File: src/hdl/i2cram_pkg.sv
`default_nettype none
package i2cram_pkg;

	localparam int MAX_BURST = 16;
	localparam int BL_W      = (MAX_BURST > 1) ? $clog2(MAX_BURST) : 1;
	localparam int QDEPTH    = 2;
	localparam int QA_W      = (QDEPTH > 1) ? $clog2(QDEPTH) : 1;
	localparam int CFG_IDX_W = 2;

	// host opcodes
	localparam logic [2:0] OPC_TICK   = 3'd0;
	localparam logic [2:0] OPC_READ   = 3'd1;
	localparam logic [2:0] OPC_WRITE  = 3'd2;
	localparam logic [2:0] OPC_BURST  = 3'd3;
	localparam logic [2:0] OPC_VERIFY = 3'd4;

	// configuration register indexes
	localparam logic [CFG_IDX_W-1:0] CFG_SLAVE_ADDR = CFG_IDX_W'(0);
	localparam logic [CFG_IDX_W-1:0] CFG_TICKS      = CFG_IDX_W'(1);

	// error codes
	localparam logic [1:0] ERR_NONE     = 2'd0;
	localparam logic [1:0] ERR_NACK     = 2'd1;
	localparam logic [1:0] ERR_MISMATCH = 2'd2;

	// sequencer program entry points
	localparam logic [4:0] PC_IDLE   = 5'd0;
	localparam logic [4:0] PC_WRITE  = 5'd1;
	localparam logic [4:0] PC_VERIFY = 5'd6;
	localparam logic [4:0] PC_READ   = 5'd11;
	localparam logic [4:0] PC_FINAL  = 5'd18;

	typedef enum logic [2:0] {
		OP_START,
		OP_STOP,
		OP_STOPEND,
		OP_WA,
		OP_RA,
		OP_WREG,
		OP_WVAL,
		OP_RD
	} op_t;

	// one classified word travelling from front to back
	typedef struct packed {
		logic            is_cmd;
		logic [2:0]      opcode;
		logic [7:0]      reg_addr;
		logic [7:0]      wr_val;
		logic [BL_W-1:0] burst_m1;
		logic            sda_sample;
	} item_t;

	typedef struct packed {
		logic       scl;
		logic       sda;
		logic       drive;
		logic       busy;
		logic [7:0] rd_byte;
		logic       rd_valid;
		logic       last;
		logic       done;
		logic [1:0] err;
	} result_t;

	function automatic op_t prog_op(input logic [4:0] pc);
		op_t op;
		unique case (pc)
			5'd1, 5'd6, 5'd11, 5'd15: op = OP_START;
			5'd2, 5'd7, 5'd12:        op = OP_WA;
			5'd3, 5'd8, 5'd13:        op = OP_WREG;
			5'd4, 5'd9:               op = OP_WVAL;
			5'd10, 5'd14:             op = OP_STOP;
			5'd16:                    op = OP_RA;
			5'd17:                    op = OP_RD;
			default:                  op = OP_STOPEND;
		endcase
		return op;
	endfunction

endpackage
`default_nettype wire

File: src/hdl/i2cram_front.sv
`default_nettype none
module i2cram_front (
	input  wire logic                 s_axis_tvalid,
	output logic                      s_axis_tready,
	input  wire logic [23:0]          s_axis_tdata,
	input  wire logic [2:0]           s_axis_tuser,
	input  wire logic                 q_ready,
	output logic                      q_push,
	output i2cram_pkg::item_t         q_item
);

	logic [4:0] bc;
	logic [5:0] n;

	assign s_axis_tready = q_ready;
	assign q_push        = s_axis_tvalid & q_ready;
	assign bc            = s_axis_tdata[20:16];

	// clamp burst length to 1..MAX_BURST
	always_comb begin
		n = (bc == 5'd0) ? 6'd1 : {1'b0, bc};
		if (n > 6'(i2cram_pkg::MAX_BURST)) begin
			n = 6'(i2cram_pkg::MAX_BURST);
		end
	end

	always_comb begin
		q_item.is_cmd     = (s_axis_tuser == i2cram_pkg::OPC_READ)
			|| (s_axis_tuser == i2cram_pkg::OPC_WRITE)
			|| (s_axis_tuser == i2cram_pkg::OPC_BURST)
			|| (s_axis_tuser == i2cram_pkg::OPC_VERIFY);
		q_item.opcode     = s_axis_tuser;
		q_item.reg_addr   = s_axis_tdata[7:0];
		q_item.wr_val     = s_axis_tdata[15:8];
		q_item.burst_m1   = i2cram_pkg::BL_W'(n - 6'd1);
		q_item.sda_sample = s_axis_tdata[21];
	end

endmodule
`default_nettype wire

File: src/hdl/i2cram_queue.sv
`default_nettype none
module i2cram_queue (
	input  wire logic              clk,
	input  wire logic              arst_n,
	input  wire logic              push,
	input  wire i2cram_pkg::item_t push_item,
	output logic                   ready,
	input  wire logic              pop,
	output logic                   valid,
	output i2cram_pkg::item_t      pop_item
);

	i2cram_pkg::item_t               entry_q [i2cram_pkg::QDEPTH];
	logic [i2cram_pkg::QA_W-1:0]     wr_ptr_q;
	logic [i2cram_pkg::QA_W-1:0]     rd_ptr_q;
	logic [i2cram_pkg::QA_W:0]       count_q;

	assign ready    = (count_q != (i2cram_pkg::QA_W+1)'(i2cram_pkg::QDEPTH));
	assign valid    = (count_q != '0);
	assign pop_item = entry_q[rd_ptr_q];

	always_ff @(posedge clk) begin
		if (push) begin
			entry_q[wr_ptr_q] <= push_item;
		end
	end

	always_ff @(posedge clk or negedge arst_n) begin
		if (!arst_n) begin
			wr_ptr_q <= '0;
			rd_ptr_q <= '0;
			count_q  <= '0;
		end else begin
			if (push) begin
				wr_ptr_q <= (wr_ptr_q == i2cram_pkg::QA_W'(i2cram_pkg::QDEPTH - 1))
					? '0 : wr_ptr_q + 1'b1;
			end
			if (pop) begin
				rd_ptr_q <= (rd_ptr_q == i2cram_pkg::QA_W'(i2cram_pkg::QDEPTH - 1))
					? '0 : rd_ptr_q + 1'b1;
			end
			if (push && !pop) begin
				count_q <= count_q + 1'b1;
			end else if (pop && !push) begin
				count_q <= count_q - 1'b1;
			end
		end
	end

endmodule
`default_nettype wire

File: src/hdl/i2cram_back.sv
`default_nettype none
module i2cram_back (
	input  wire logic                             clk,
	input  wire logic                             arst_n,
	input  wire logic                             cfg_we,
	input  wire logic [i2cram_pkg::CFG_IDX_W-1:0] cfg_index,
	input  wire logic [7:0]                       cfg_data,
	input  wire logic                             item_valid,
	input  wire i2cram_pkg::item_t                item,
	output logic                                  item_pop,
	output logic                                  res_valid,
	input  wire logic                             res_ready,
	output i2cram_pkg::result_t                   res
);

	logic [6:0] slave_addr_q;
	logic [7:0] ticks_q;

	logic [4:0]                  step_q,   n_step;
	logic [1:0]                  sub_q,    n_sub;
	logic [3:0]                  bit_q,    n_bit;
	logic [7:0]                  shift_q,  n_shift;
	logic [i2cram_pkg::BL_W-1:0] left_q,   n_left;
	logic [7:0]                  wait_q,   n_wait;
	logic [2:0]                  cmd_q,    n_cmd;
	logic [7:0]                  reg_q,    n_reg;
	logic [7:0]                  val_q,    n_val;
	logic [1:0]                  perr_q,   n_perr;
	logic                        scl_q,    n_scl;
	logic                        sda_q,    n_sda;
	logic                        drive_q,  n_drive;
	logic                        enter;
	logic [7:0]                  rd_shift;
	i2cram_pkg::op_t             op;
	i2cram_pkg::op_t             n_op;
	i2cram_pkg::result_t         n_res;
	i2cram_pkg::result_t         res_q;
	logic                        res_valid_q;

	assign item_pop  = item_valid && (!res_valid_q || res_ready);
	assign res_valid = res_valid_q;
	assign res       = res_q;
	assign op        = i2cram_pkg::prog_op(step_q);
	assign rd_shift  = {shift_q[6:0], item.sda_sample};

	always_comb begin
		n_step  = step_q;
		n_sub   = sub_q;
		n_bit   = bit_q;
		n_shift = shift_q;
		n_left  = left_q;
		n_wait  = wait_q;
		n_cmd   = cmd_q;
		n_reg   = reg_q;
		n_val   = val_q;
		n_perr  = perr_q;
		n_scl   = scl_q;
		n_sda   = sda_q;
		n_drive = drive_q;
		enter   = 1'b0;
		n_res   = '0;

		if (step_q == i2cram_pkg::PC_IDLE) begin
			if (item.is_cmd) begin
				n_cmd  = item.opcode;
				n_reg  = item.reg_addr;
				n_val  = item.wr_val;
				n_left = (item.opcode == i2cram_pkg::OPC_BURST) ? item.burst_m1 : '0;
				n_perr = i2cram_pkg::ERR_NONE;
				n_wait = '0;
				if (item.opcode == i2cram_pkg::OPC_WRITE) begin
					n_step = i2cram_pkg::PC_WRITE;
				end else if (item.opcode == i2cram_pkg::OPC_VERIFY) begin
					n_step = i2cram_pkg::PC_VERIFY;
				end else begin
					n_step = i2cram_pkg::PC_READ;
				end
				enter = 1'b1;
			end
		end else if (wait_q != '0) begin
			n_wait = wait_q - 1'b1;
		end else begin
			unique case (op)
				i2cram_pkg::OP_START: begin
					if (sub_q == 2'd0) begin
						n_sda = 1'b0; n_drive = 1'b1; n_sub = 2'd1;
					end else begin
						n_scl = 1'b0; n_step = step_q + 1'b1; enter = 1'b1;
					end
				end
				i2cram_pkg::OP_STOP, i2cram_pkg::OP_STOPEND: begin
					if (sub_q == 2'd0) begin
						n_sda = 1'b0; n_drive = 1'b1; n_sub = 2'd1;
					end else if (sub_q == 2'd1) begin
						n_scl = 1'b1; n_sub = 2'd2;
					end else begin
						n_sda = 1'b1;
						if (op == i2cram_pkg::OP_STOPEND) begin
							n_res.done = 1'b1;
							n_res.err  = perr_q;
							n_perr     = i2cram_pkg::ERR_NONE;
							n_step     = i2cram_pkg::PC_IDLE;
							n_sub      = 2'd0;
							n_bit      = 4'd0;
						end else begin
							n_step = step_q + 1'b1; enter = 1'b1;
						end
					end
				end
				i2cram_pkg::OP_RD: begin
					if (bit_q < 4'd8) begin
						if (sub_q == 2'd0) begin
							n_drive = 1'b0; n_scl = 1'b1; n_sub = 2'd1;
						end else begin
							n_shift = rd_shift;
							n_scl   = 1'b0;
							n_bit   = bit_q + 1'b1;
							n_sub   = 2'd0;
							if (bit_q == 4'd7) begin
								n_res.rd_valid = 1'b1;
								n_res.rd_byte  = rd_shift;
								n_res.last     = (left_q == '0);
								if ((left_q == '0) && (cmd_q == i2cram_pkg::OPC_VERIFY)
									&& (rd_shift != val_q)) begin
									n_perr = i2cram_pkg::ERR_MISMATCH;
								end
							end
						end
					end else begin
						if (sub_q == 2'd0) begin
							// ACK every byte but the last, which gets a NACK
							n_drive = 1'b1; n_sda = (left_q == '0); n_sub = 2'd1;
						end else if (sub_q == 2'd1) begin
							n_scl = 1'b1; n_sub = 2'd2;
						end else begin
							n_scl = 1'b0;
							if (left_q != '0) begin
								n_left = left_q - 1'b1; enter = 1'b1;
							end else begin
								n_step = step_q + 1'b1; enter = 1'b1;
							end
						end
					end
				end
				default: begin
					if (bit_q < 4'd8) begin
						if (sub_q == 2'd0) begin
							n_sda = shift_q[7]; n_drive = 1'b1; n_sub = 2'd1;
						end else if (sub_q == 2'd1) begin
							n_scl = 1'b1; n_sub = 2'd2;
						end else begin
							n_scl   = 1'b0;
							n_shift = {shift_q[6:0], 1'b0};
							n_bit   = bit_q + 1'b1;
							n_sub   = 2'd0;
						end
					end else begin
						if (sub_q == 2'd0) begin
							n_sda = 1'b0; n_drive = 1'b1; n_sub = 2'd1;
						end else if (sub_q == 2'd1) begin
							n_drive = 1'b0; n_scl = 1'b1; n_sub = 2'd2;
						end else begin
							n_drive = 1'b1;
							n_scl   = 1'b0;
							if (item.sda_sample) begin
								// slave NACK: jump to the closing stop
								n_perr = i2cram_pkg::ERR_NACK;
								n_step = i2cram_pkg::PC_FINAL;
							end else begin
								n_step = step_q + 1'b1;
							end
							enter = 1'b1;
						end
					end
				end
			endcase
			n_wait = ((n_step != i2cram_pkg::PC_IDLE) && (ticks_q != 8'd0))
				? ticks_q - 8'd1 : 8'd0;
		end

		n_op = i2cram_pkg::prog_op(n_step);

		// entering a program step: reset bit counters and load its byte
		if (enter) begin
			n_sub = 2'd0;
			n_bit = 4'd0;
			unique case (n_op)
				i2cram_pkg::OP_WA:   n_shift = {slave_addr_q, 1'b0};
				i2cram_pkg::OP_RA:   n_shift = {slave_addr_q, 1'b1};
				i2cram_pkg::OP_WREG: n_shift = n_reg;
				i2cram_pkg::OP_WVAL: n_shift = n_val;
				default:             n_shift = 8'd0;
			endcase
		end

		n_res.scl   = n_scl;
		n_res.sda   = n_sda;
		n_res.drive = n_drive;
		n_res.busy  = (n_step != i2cram_pkg::PC_IDLE);
	end

	always_ff @(posedge clk or negedge arst_n) begin
		if (!arst_n) begin
			slave_addr_q <= 7'h18;
			ticks_q      <= 8'd1;
			step_q       <= i2cram_pkg::PC_IDLE;
			sub_q        <= '0;
			bit_q        <= '0;
			shift_q      <= '0;
			left_q       <= '0;
			wait_q       <= '0;
			cmd_q        <= '0;
			reg_q        <= '0;
			val_q        <= '0;
			perr_q       <= i2cram_pkg::ERR_NONE;
			scl_q        <= 1'b1;
			sda_q        <= 1'b1;
			drive_q      <= 1'b1;
			res_valid_q  <= 1'b0;
			res_q        <= '0;
		end else begin
			if (cfg_we) begin
				unique case (cfg_index)
					i2cram_pkg::CFG_SLAVE_ADDR: slave_addr_q <= cfg_data[6:0];
					i2cram_pkg::CFG_TICKS:      ticks_q      <= cfg_data;
					default: ;
				endcase
			end
			if (item_pop) begin
				step_q  <= n_step;
				sub_q   <= n_sub;
				bit_q   <= n_bit;
				shift_q <= n_shift;
				left_q  <= n_left;
				wait_q  <= n_wait;
				cmd_q   <= n_cmd;
				reg_q   <= n_reg;
				val_q   <= n_val;
				perr_q  <= n_perr;
				scl_q   <= n_scl;
				sda_q   <= n_sda;
				drive_q <= n_drive;
				res_q   <= n_res;
				res_valid_q <= 1'b1;
			end else if (res_ready) begin
				res_valid_q <= 1'b0;
			end
		end
	end

endmodule
`default_nettype wire

File: src/hdl/i2c_register_access_master_top.sv
// An accepted word is stored in the queue, then the back end registers its result word.
// One word per clock sustained while the result side does not stall; a tick or command enters every cycle.
// The bus sequencer in the back end updates once per word, set by its step logic.
// Reset (arst_n low, asynchronous): idle, SCL 1, SDA 1 driven, queue and output empty,
// slave address 0x18, ticks per phase 1.
`default_nettype none
module i2c_register_access_master_top (
	input  wire logic                             clk,
	input  wire logic                             arst_n,
	// configuration writes
	input  wire logic                             cfg_we,
	input  wire logic [i2cram_pkg::CFG_IDX_W-1:0] cfg_index,
	input  wire logic [7:0]                       cfg_data,
	// input words
	input  wire logic                             s_axis_tvalid,
	output logic                                  s_axis_tready,
	// register_address[7:0], write_value[15:8], burst_count[20:16], sda_sample[21],
	// zero fill [23:22]
	input  wire logic [23:0]                      s_axis_tdata,
	// opcode[2:0]
	input  wire logic [2:0]                       s_axis_tuser,
	// result words
	output logic                                  m_axis_tvalid,
	input  wire logic                             m_axis_tready,
	// scl_level[0], sda_level[1], sda_drive[2], busy_res[3], read_byte[11:4],
	// read_valid[12], done_res[13], error_code[15:14]
	output logic [15:0]                           m_axis_tdata,
	// last_byte
	output logic                                  m_axis_tlast
);

	i2cram_pkg::item_t   push_item;
	i2cram_pkg::item_t   pop_item;
	i2cram_pkg::result_t res;
	logic                q_ready;
	logic                q_push;
	logic                q_valid;
	logic                q_pop;

	// Front end: classify each word as tick or command, clamp the burst length.
	i2cram_front u_front (
		.s_axis_tvalid (s_axis_tvalid),
		.s_axis_tready (s_axis_tready),
		.s_axis_tdata  (s_axis_tdata),
		.s_axis_tuser  (s_axis_tuser),
		.q_ready       (q_ready),
		.q_push        (q_push),
		.q_item        (push_item)
	);

	// Two-word queue: decouple input acceptance from output stalls.
	i2cram_queue u_queue (
		.clk       (clk),
		.arst_n    (arst_n),
		.push      (q_push),
		.push_item (push_item),
		.ready     (q_ready),
		.pop       (q_pop),
		.valid     (q_valid),
		.pop_item  (pop_item)
	);

	// Back end: run the bus program one phase per ticks-per-phase words, hold the result word.
	i2cram_back u_back (
		.clk        (clk),
		.arst_n     (arst_n),
		.cfg_we     (cfg_we),
		.cfg_index  (cfg_index),
		.cfg_data   (cfg_data),
		.item_valid (q_valid),
		.item       (pop_item),
		.item_pop   (q_pop),
		.res_valid  (m_axis_tvalid),
		.res_ready  (m_axis_tready),
		.res        (res)
	);

	// Pack the result word, lowest field first.
	assign m_axis_tdata = {res.err, res.done, res.rd_valid, res.rd_byte,
		res.busy, res.drive, res.sda, res.scl};
	assign m_axis_tlast = res.last;

endmodule
`default_nettype wire

File: config.mk
export PLATFORM = sky130hd
export DESIGN_NAME = i2c_register_access_master_top
export DESIGN_NICKNAME = d
export VERILOG_FILES = /design/src/hdl/i2cram_pkg.sv /design/src/hdl/i2cram_front.sv /design/src/hdl/i2cram_queue.sv /design/src/hdl/i2cram_back.sv /design/src/hdl/i2c_register_access_master_top.sv
export SDC_FILE = /design/constraint.sdc
export NUM_CORES = 1
export LEC_CHECK = 0
export BUFFER_PORTS_ARGS = -buffer_cell sky130_fd_sc_hd__buf_2
export CAP_MARGIN = 15
export CORE_MARGIN = 2
export CORE_UTILIZATION = 25
export CTS_CLUSTER_SIZE = 30
export DETAILED_ROUTE_END_ITERATION = 16
export PLACE_DENSITY_LB_ADDON = 0.12
export SETUP_SLACK_MARGIN = 0.1
export SYNTH_ARGS = -nofsm -noshare
export SYNTH_HDL_FRONTEND = slang
export SYNTH_HIERARCHICAL = 1
export SYNTH_SLANG_ARGS = --single-unit
File: constraint.sdc
create_clock -name clk -period 5.6 [get_ports clk]
set_input_delay 1.12 -clock clk [delete_from_list [all_inputs] [get_ports clk]]
set_output_delay 1.12 -clock clk [all_outputs]
set_load 0.1 [all_outputs]
==> reports/metrics.json <==
{
  "outcome": {
    "outcome": "finished clean"
  },
  "synth": {
    "post_syn_area_mm2": 0.00837,
    "synthesis.instances": 827,
    "synth_enable_flop_cells": 50,
    "synth.avg_cell_area_um2": 10.1,
    "synth_top_area_cell": "sky130_fd_sc_hd__dfrtp_1",
    "synth.top_cells.by_area": "sky130_fd_sc_hd__dfrtp_1 26%, sky130_fd_sc_hd__edfxtp_1 18%, sky130_fd_sc_hd__mux2_2 5.5%",
    "synth.top_cell.area_share": 0.257,
    "yosysUniqueCellTypes": 86,
    "ys_async_sr_fraction": 0.648,
    "mappedNetlistNets": 884,
    "yosysSeqAreaShare": 0.455,
    "ys.flop_type": "sky130_fd_sc_hd__dfrtp_1",
    "synthesis_warning_total": 6,
    "postSynthRegisterBits": 142
  },
  "drt": {
    "postRouteAntennaNets": 0,
    "detailedRoute.firstIterationViolations": 323,
    "drt_first_pass_iters": 8,
    "dr_drc_count": 0,
    "totalWireLength_mm": 22.9,
    "drt-wirelength-per-cell_um": 17.3,
    "vias_per_cell": 4.73,
    "num_vias": 6272
  },
  "worst_setup_path": {
    "timing.critical_path.required_ns": 5.90,
    "path_class": "register to register",
    "timing.critical_path.arrival_ns": 4.66,
    "worstSetupStartpointType": "register",
    "worstReg2RegStart": "u_back/step_q[3]",
    "timing.critical_path.to_type": "register",
    "crit_path_max_fanout": 24,
    "startpoint": "u_back/step_q[3]"
  },
  "flow_run": {
    "drv_cap": 0
  },
  "pwr": {
    "powerDensity_mw_per_mm2": 645,
    "clock_power_share": 0.187,
    "power.switching_mw": 2.86,
    "power.share.switching": 0.461,
    "ir_worst_vdd_uv": 234,
    "static-leakage-power_nw": 3.96,
    "power.sequential.fraction": 0.269,
    "internal_mw": 3.35,
    "power.combinational.fraction": 0.544
  },
  "clock_network": {
    "clock_tree_from_tritoncts": "yes",
    "cts-resized-gates": 0,
    "cts_hold_buf": 0,
    "cts_made_buffers": 17,
    "clk_transition_reported_paths_ns": 0.06,
    "cts.sinks": 142,
    "post_cts_setup_bufs": 0,
    "cts_root_buffer": "sky130_fd_sc_hd__clkbuf_16",
    "clk_latency_ns": 0.43,
    "htree_num_levels": 4,
    "clockBufferDepth": 2
  },
  "finish": {
    "area.growth.synth_to_final_pct": 15.0,
    "final-seq-area_mm2": 0.00381,
    "antenna_cells_inserted": 0,
    "final_nets": 921,
    "multiInputGateArea_mm2": 0.00410,
    "number_of_inserted_filler_cells_in_the_final_layout": 3496,
    "post_route_cells_drive_above_1_share": 0.228
  },
  "sta": {
    "fin_worst_hold_slack_ns": 0.478,
    "final.period_utilization": 0.780,
    "grt_setup_unrepaired": "no",
    "maxSlewHeadroom": 0.302,
    "clock-skew-final_ns": 0.0116,
    "final_hold_violation_count": 0,
    "final-setup-viol-count": 0,
    "fin_setup_tns_ns": 0,
    "clock.fmax_mhz": 229,
    "layout_min_cycle_time_ns": 4.37,
    "timing_worst_slew_pin_value_ns": 1.04,
    "timing.final.max_slew_violations": 0
  },
  "global_routing": {
    "grt_start_max_net_pins": 63,
    "total_overflow_reported_by_the_global_router": 0,
    "gr-usage-met3": 0.0221,
    "grt_pass1_vias": 6190,
    "grt_use_met1": 0.179,
    "global_route.usage.met2": 0.218,
    "grt_first_pass_wirelength_mm": 36.3,
    "grt.busiest_layer": "met2",
    "antenna_violations_before_repair": 0,
    "grt.total_usage": 0.133
  },
  "placement": {
    "globalplace.congestion": 0.774,
    "port-buffer-count": 58,
    "hpwlAfterDp_mm": 16.2
  },
  "floorplanning": {
    "chipHeight_um": 187,
    "floorplan.core_area_mm2": 0.0333,
    "design.portCount": 61,
    "chipWidth_um": 187,
    "floorplan.initialDensity": 0.252,
    "site_row_count": 67,
    "dieArea_mm2": 0.0350
  },
  "worst_hold_path": {
    "hold_path.startpoint": "u_back/res[4]",
    "timing.hold.worst.class": "register to register"
  }
}
[placed cells by master (no fill, tap or decap), drive strengths merged, types with 17 or more instances in the layout]
cell type and n:
nand3 17, edfxtp 50, buf 81, nor3 25, a21oi 37, xor2 20, o21ai 65, dfrtp 86
mux2 60, clkbuf 22, inv 26, nor2 49, a31oi 17, nand2 105
[kinds of logic after synthesis]
kind of cell	after synthesis	synth area share
simple gates	281	0.167
compound gates	202	0.166
flops	142	0.455
buf+inv	89	0.0568
mux	67	0.0991
xor+xnor	31	0.0333
fa+ha+maj	15	0.0224
[layer usage]
layer,vias up,wire (µm),part of all wire
met5,-,0,0
met4,0,244,0.011
met3,15,472,0.021
met1,3083,11300,0.49
li1,3086,-,-
met2,88,10900,0.48
[power groups by stage]
stage	Sequential, mW	Clock (mW)	Combinational, mW
6_report	1.67	1.16	3.38
5_1_grt	1.71	1.24	3.71
4_1_cts	1.67	1.20	3.40
3_5_place_dp	1.69	0	3.39
3_3_place_gp	1.69	0	3.42
2_1_floorplan	1.69	0	2.51
[synth_stat cells (all sizes together), types with 20 or more instances]
master and number:
nand2 105, dfrtp 86, o21ai 65, mux2 60, edfxtp 50, nor2 49, a21oi 37, buf 37
clkbuf 26, inv 26, nor3 25, xor2 20
[stage by stage]
stage | area (µm²) | total power, mW | cells | setup slack, ns | utilization
finish | 9630 | 6.21 | 1325 | 1.23 | 0.289
global placement | 9030 | 5.11 | 1293 | 1.15 | 0.271
global route | 9630 | 6.67 | 1325 | 0.915 | 0.289
detailed placement | 9030 | 5.09 | 1293 | 1.18 | 0.271
CTS | 9630 | 6.28 | 1325 | 1.20 | 0.289
floorplan | 8370 | 4.20 | 827 | 1.65 | -
[registers in the layout (all words and copies together) (netlist names), 5 cells and up]
signal,cells
u_queue/entry_q,50
u_back/res,17
u_back/reg_q,8
u_back/shift_q,8
u_back/ticks_q,8
u_back/val_q,8
u_back/wait_q,8
u_back/slave_addr_q,7
u_back/step_q,5
[critical path, stage by stage, from the launching register on]
cell and delay [ns]:
sky130_fd_sc_hd__dfrtp_1 0.82, sky130_fd_sc_hd__and3b_1 0.26, sky130_fd_sc_hd__o21ai_0 0.20, sky130_fd_sc_hd__and2_1 0.58
sky130_fd_sc_hd__nand2_1 0.26, sky130_fd_sc_hd__xnor2_1 0.53, sky130_fd_sc_hd__a22o_1 0.36, sky130_fd_sc_hd__a21oi_4 0.14
sky130_fd_sc_hd__xnor2_2 0.42, sky130_fd_sc_hd__nor4b_1 0.11, sky130_fd_sc_hd__a221oi_1 0.45, sky130_fd_sc_hd__o21ai_1 0.10
[final timing paths]
| check | slack (ns) | depth (start not counted) | endpoint |
|---|---|---|---|
| max reg2reg | 1.23 | 11 | u_back/shift_q[3] |
| max in group asynchronous | 3.83 | 2 | u_back/val_q[7] |
| min in group asynchronous | 0.79 | 1 | u_back/left_q[0] |
| min reg2reg | 0.48 | 1 | u_back/res[4] |
| max | 1.23 | 11 | u_back/shift_q[3] |
| min | 0.48 | 1 | u_back/res[4] |
[final cells by class]
| cell class | instances | area share |
|---|---|---|
| flip-flops and latches | 142 | 0.396 |
| repair buffers | 81 | 0.0483 |
| clock inverters | 10 | 0.0148 |
| inverters | 26 | 0.0101 |
| well taps | 448 | 0.0582 |
| multi-input cells | 596 | 0.425 |
| clock buffers | 22 | 0.0472 |
No activity file was read; power rests on OpenSTA's default activity.
